### config.mk
export PLATFORM = sky130hd
export DESIGN_NAME = tppg_div_step
export DESIGN_NICKNAME = d
export VERILOG_FILES = /design/src/rtl/tppg_pkg.sv /design/src/rtl/tppg_div_step.sv
export SDC_FILE = /design/constraint.sdc
export NUM_CORES = 1
export LEC_CHECK = 0
export ABC_AREA = 1
export BUFFER_PORTS_ARGS = -buffer_cell sky130_fd_sc_hd__clkbuf_2
export CAP_MARGIN = 20
export CORE_AREA = 2 2 74 76
export DETAILED_ROUTE_END_ITERATION = 12
export DIE_AREA = 0 0 76 78
export GPL_ROUTABILITY_DRIVEN = 0
export MAX_ROUTING_LAYER = met4
export PLACE_DENSITY = 0.88
export SLEW_MARGIN = 20
export SYNTH_ARGS = -nofsm -noshare
export SYNTH_HDL_FRONTEND = slang
export SYNTH_SLANG_ARGS = --single-unit
### constraint.sdc
create_clock -name vclk -period 5.9
set_input_delay 0.59 -clock vclk [all_inputs]
set_output_delay 0.59 -clock vclk [all_outputs]
set_load 0.005 [all_outputs]
### src/rtl/tppg_pkg.sv
// Package with types, constants and helper functions of the test pattern pixel generator.
package tppg_pkg;

  // Field and register widths.
  localparam int COORD_W  = 12;
  localparam int DIM_W    = 13;
  localparam int PITCH_W  = 16;
  localparam int FMT_W    = 3;
  localparam int NB_W     = 3;
  localparam int OFF_W    = 28;
  localparam int PIX_W    = 32;
  localparam int CFG_IDX_W = 3;
  localparam int CFG_DAT_W = 16;

  // Divider widths: numerator is coord * 255, quotient is one color byte.
  localparam int NUM_W = 20;
  localparam int DIV_W = 12;
  localparam int QUO_W = 8;

  // Cycles from an accepted item to its result strobe.
  localparam int PIPE_LAT = 7;

  // Largest frame dimension; larger register values saturate here.
  localparam logic [DIM_W-1:0] MAX_DIM = 13'd4096;

  // Register indexes on the configuration port.
  localparam logic [CFG_IDX_W-1:0] CFG_FRAME_WIDTH    = 3'd0;
  localparam logic [CFG_IDX_W-1:0] CFG_FRAME_HEIGHT   = 3'd1;
  localparam logic [CFG_IDX_W-1:0] CFG_ROW_PITCH      = 3'd2;
  localparam logic [CFG_IDX_W-1:0] CFG_PIXEL_FORMAT   = 3'd3;
  localparam logic [CFG_IDX_W-1:0] CFG_PATTERN_SELECT = 3'd4;

  // Register reset values.
  localparam logic [DIM_W-1:0]   RST_FRAME_WIDTH    = 13'd640;
  localparam logic [DIM_W-1:0]   RST_FRAME_HEIGHT   = 13'd480;
  localparam logic [PITCH_W-1:0] RST_ROW_PITCH      = 16'd2560;
  localparam logic [FMT_W-1:0]   RST_PIXEL_FORMAT   = 3'd4;
  localparam logic               RST_PATTERN_SELECT = 1'b0;

  // Pixel format codes; codes above BGRX behave as BGRX.
  localparam logic [FMT_W-1:0] FMT_RGB332 = 3'd0;
  localparam logic [FMT_W-1:0] FMT_RGB555 = 3'd1;
  localparam logic [FMT_W-1:0] FMT_RGB565 = 3'd2;
  localparam logic [FMT_W-1:0] FMT_BGR24  = 3'd3;
  localparam logic [FMT_W-1:0] FMT_BGRX32 = 3'd4;

  // Pattern constants.
  localparam logic [7:0] CHECK_HI  = 8'hE0;
  localparam logic [7:0] CHECK_LO  = 8'h20;
  localparam logic [7:0] MIX_R_MUL = 8'd37;
  localparam logic [7:0] MIX_G_MUL = 8'd67;
  localparam logic [7:0] MIX_B_MUL = 8'd97;

  // Reciprocals for x / 31 and y / 23, exact for 12-bit coordinates.
  localparam int RECIP_W     = 14;
  localparam int RECIP_SHIFT = 18;
  localparam logic [RECIP_W-1:0] RECIP_31 = 14'd8457;
  localparam logic [RECIP_W-1:0] RECIP_23 = 14'd11398;

  typedef enum logic [1:0] {
    ST_OK      = 2'd0,
    ST_PITCH   = 2'd1,
    ST_OUTSIDE = 2'd2
  } status_t;

  // Values that ride along the divider stages.
  typedef struct packed {
    logic [7:0]       mix_r;
    logic [7:0]       mix_g;
    logic [7:0]       mix_b;
    logic             chk;
    status_t          st;
    logic [OFF_W-1:0] off;
  } side_t;

  // Bytes per pixel of a format code.
  function automatic logic [NB_W-1:0] bytes_for_format(input logic [FMT_W-1:0] fmt);
    logic [NB_W-1:0] nb;
    case (fmt)
      FMT_RGB332: nb = 3'd1;
      FMT_RGB555: nb = 3'd2;
      FMT_RGB565: nb = 3'd2;
      FMT_BGR24:  nb = 3'd3;
      default:    nb = 3'd4;
    endcase
    return nb;
  endfunction

  // Pack an RGB triple into the frame-buffer format, byte 0 in bits 7:0.
  function automatic logic [PIX_W-1:0] pack_pixel(input logic [7:0] r, input logic [7:0] g,
                                                  input logic [7:0] b,
                                                  input logic [FMT_W-1:0] fmt);
    logic [PIX_W-1:0] pix;
    case (fmt)
      FMT_RGB332: pix = {24'd0, r[7:5], g[7:5], b[7:6]};
      FMT_RGB555: pix = {17'd0, r[7:3], g[7:3], b[7:3]};
      FMT_RGB565: pix = {16'd0, r[7:3], g[7:2], b[7:3]};
      default:    pix = {8'd0, r, g, b};
    endcase
    return pix;
  endfunction

endpackage

### src/rtl/tppg_div_step.sv
// Two restoring division steps that produce two quotient bits of a color gradient.
module tppg_div_step (
  input  logic [tppg_pkg::NUM_W-1:0] rem_in,
  input  logic [tppg_pkg::DIV_W-1:0] divisor,
  input  logic [1:0]                 pair_sel,
  output logic [tppg_pkg::NUM_W-1:0] rem_out,
  output logic [1:0]                 q_bits
);
  import tppg_pkg::*;

  logic [2:0]       sh_hi;
  logic [2:0]       sh_lo;
  logic [NUM_W-1:0] d_hi;
  logic [NUM_W-1:0] d_lo;
  logic [NUM_W-1:0] rem_mid;

  // The pair selects quotient bits {2*sel+1, 2*sel}.
  assign sh_hi = {pair_sel, 1'b1};
  assign sh_lo = {pair_sel, 1'b0};
  assign d_hi  = NUM_W'(divisor) << sh_hi;
  assign d_lo  = NUM_W'(divisor) << sh_lo;

  // Upper bit, then lower bit: subtract the shifted divisor when it fits.
  always_comb begin
    q_bits[1] = (rem_in >= d_hi);
    rem_mid   = q_bits[1] ? (rem_in - d_hi) : rem_in;
    q_bits[0] = (rem_mid >= d_lo);
    rem_out   = q_bits[0] ? (rem_mid - d_lo) : rem_mid;
  end

endmodule

==> run_results.csv <==
group,metric,value,unit
run_status,outcome,"complete, no violations",
clock_network,ctsHoldBuffers,0,
critical_path,worst_ep_arrival_time,4.96,ns
power,p_sw_frac,0.607,
floorplanning,die_area,5930,um^2
global_routing,gr-total-overflow,0,
power,p_int,316,uW
timing,slew_viol_final,0,
logic_synthesis,ys_seq_area_frac,0,
global_routing,grt_pass1_wl,15500,um
logic_synthesis,yosysUniqueCellTypes,40,
timing,setup_viol,0,
layout,fin_nets,697,
flow_run,cap_viol_max_count,0,
floorplanning,core-area,5040,um^2
layout,area_growth,11.9,%
power,seq_power_share,0,
global_routing,grt_pass1_vias,3609,
logic_synthesis,yosysWarnings,0,
detailed_routing,vias,3868,
critical_path,critPathKind,"in2out",
placement,place_hpwl,7650,um
timing,timing.final.crit_share,0.940,
critical_path,crit_top_cell,"nand2_1",
worst_hold_path,whs_endpoint,"rem_out[0]",
layout,drive_gt1_frac,0.159,
timing,max_freq,180,MHz
floorplanning,die_w,76,um
floorplanning,die_h,78,um
timing,tightestPinTransition,0.399,ns
power,p_switching,488,uW
floorplanning,io_pins,56,
power,combPwrFrac,1.000,
timing,hold_viol,0,
power,power_frac_clock,0,
detailed_routing,remaining_drc_errors,0,
critical_path,critPathRequiredTime,5.31,ns
critical_path,worstPathMaxFanout,20,
detailed_routing,drt-initial-drc-count,322,
critical_path,cp_num_buf_inv,5,
floorplanning,start_util,0.599,
detailed_routing,postRouteAntennaNets,0,
critical_path,crit_slowest_cell,"ha_1",
detailed_routing,wl_per_cell,13.4,um
layout,clockBufferCount,0,
layout,n_antenna_cell,0,
layout,finish.utilization,0.670,
logic_synthesis,syn_avg_cell_area,5.27,um^2
detailed_routing,via_per_inst,5.58,
timing,worst_hold_slack,1.54,ns
timing,slew_headroom,0.731,
critical_path,critPathLaunchType,"input port",
worst_hold_path,hp-start,"rem_in[0]",
logic_synthesis,synthesis.nets,645,
logic_synthesis,synthesis.area,3020,um^2
power,ir_drop,0.000176,V
layout,design.seq.count,0,
critical_path,critPathTopFamily,"simple AND/OR/NAND/NOR gates",
global_routing,antenna_found_initial,0,
detailed_routing,drt-total-wl,9290,um
critical_path,cp_slowest_stage_delay,0.38,ns
floorplanning,rows,26,
global_routing,grt_max_degree,21,
global_routing,grt_usage,0.313,
detailed_routing,firstDrtPassIters,6,
logic_synthesis,syn-instance-count,573,
layout,final_common_cell,"nand2_1",
worst_hold_path,hold_class,"in2out",
timing,period_needed,5.55,ns
critical_path,end_kind,"primary output",
layout,final_cell_mix,"nand2_1, inv_1, clkbuf_2",
power,power.density,238,nW/um^2
layout,regArea,0,um^2
placement,port_buffers,56,
power,power.leakage,0.00196,uW
worst_hold_path,hold_path_depth,4,
## logic make-up (layout without fill, tap and decap cells)
logic type	after synthesis	after routing	synth area share
AOI/OAI and AO/OA	83	83	0.149
adders and majority gates	38	38	0.160
muxes	3	3	0.00994
xor gates and xnor gates	25	25	0.0725
and+or+nand+nor	341	342	0.493
buffers and inverters	83	132	0.115
## Yosys cell counts (all sizes together), types with 4 or more instances
library cell,count,area [um^2]
ha,37,463
a21o,4,30.0
buf,7,62.6
nor2,42,176
or2,7,43.8
o21ai,35,175
xnor2,9,78.8
nand3,36,213
nor3,6,35.0
a21oi,36,188
xor2,16,140
nand4,7,43.8
inv,71,267
clkbuf,5,18.8
nand2,236,923
## power by group through the flow
stage                     registers [uW]  logic, uW  clock network, uW
after floorplan                        0        563                  0
after global placement                 0        756                  0
after detailed placement               0        772                  0
after CTS                              0        776                  0
after global routing                   0        910                  0
final                                  0        804                  0
## area by class of cell
cell class	instances	area [um^2]
timing repair buffer	61	320
inverter	71	273
fill	488	1660
multi-input combinational	491	2700
tap	70	87.6
## metrics by stage
step | cell area [um^2] | std cells | power, uW | TNS, ns | worst slack [ns]
floorplan | 3020 | 573 | 563 | 0 | 0.736
finish | 3380 | 693 | 804 | 0 | 0.354
detailed placement | 3320 | 688 | 772 | 0 | 0.151
CTS | 3320 | 688 | 776 | 0 | 0.143
global route | 3380 | 693 | 910 | -0.365 | -0.0437
global placement | 3320 | 688 | 756 | 0 | 0.337
## per-layer routing
metal	GRT usage	vias up	wire length [um]
met3	0.00465	30	578
met4	0.0982	0	274
met2	0.579	197	4510
li1	-	1945	-
met1	0.372	1696	3930
met5	-	-	0
## worst min-delay path, stage by stage
cell and delay (ns):
clkbuf_2 0.12, nand2_1 0.08, nand2_1 0.05, clkbuf_2 0.11
## worst max path at each step
stage | start | end | cells past startpoint
global route | pair_sel[1] | rem_out[8] | 29
finish | pair_sel[0] | rem_out[12] | 26
global placement | pair_sel[0] | rem_out[9] | 27
detailed placement | pair_sel[0] | rem_out[10] | 27
floorplan | pair_sel[0] | rem_out[14] | 27
CTS | pair_sel[0] | rem_out[11] | 27
## timing repair
item | 4_1_cts | 5_1_grt
setup buffers | 0 | 4
endpoints found under the setup margin | 0 | 21
gates resized for setup | 0 | 21
No activity file was read; power rests on OpenSTA's default activity.
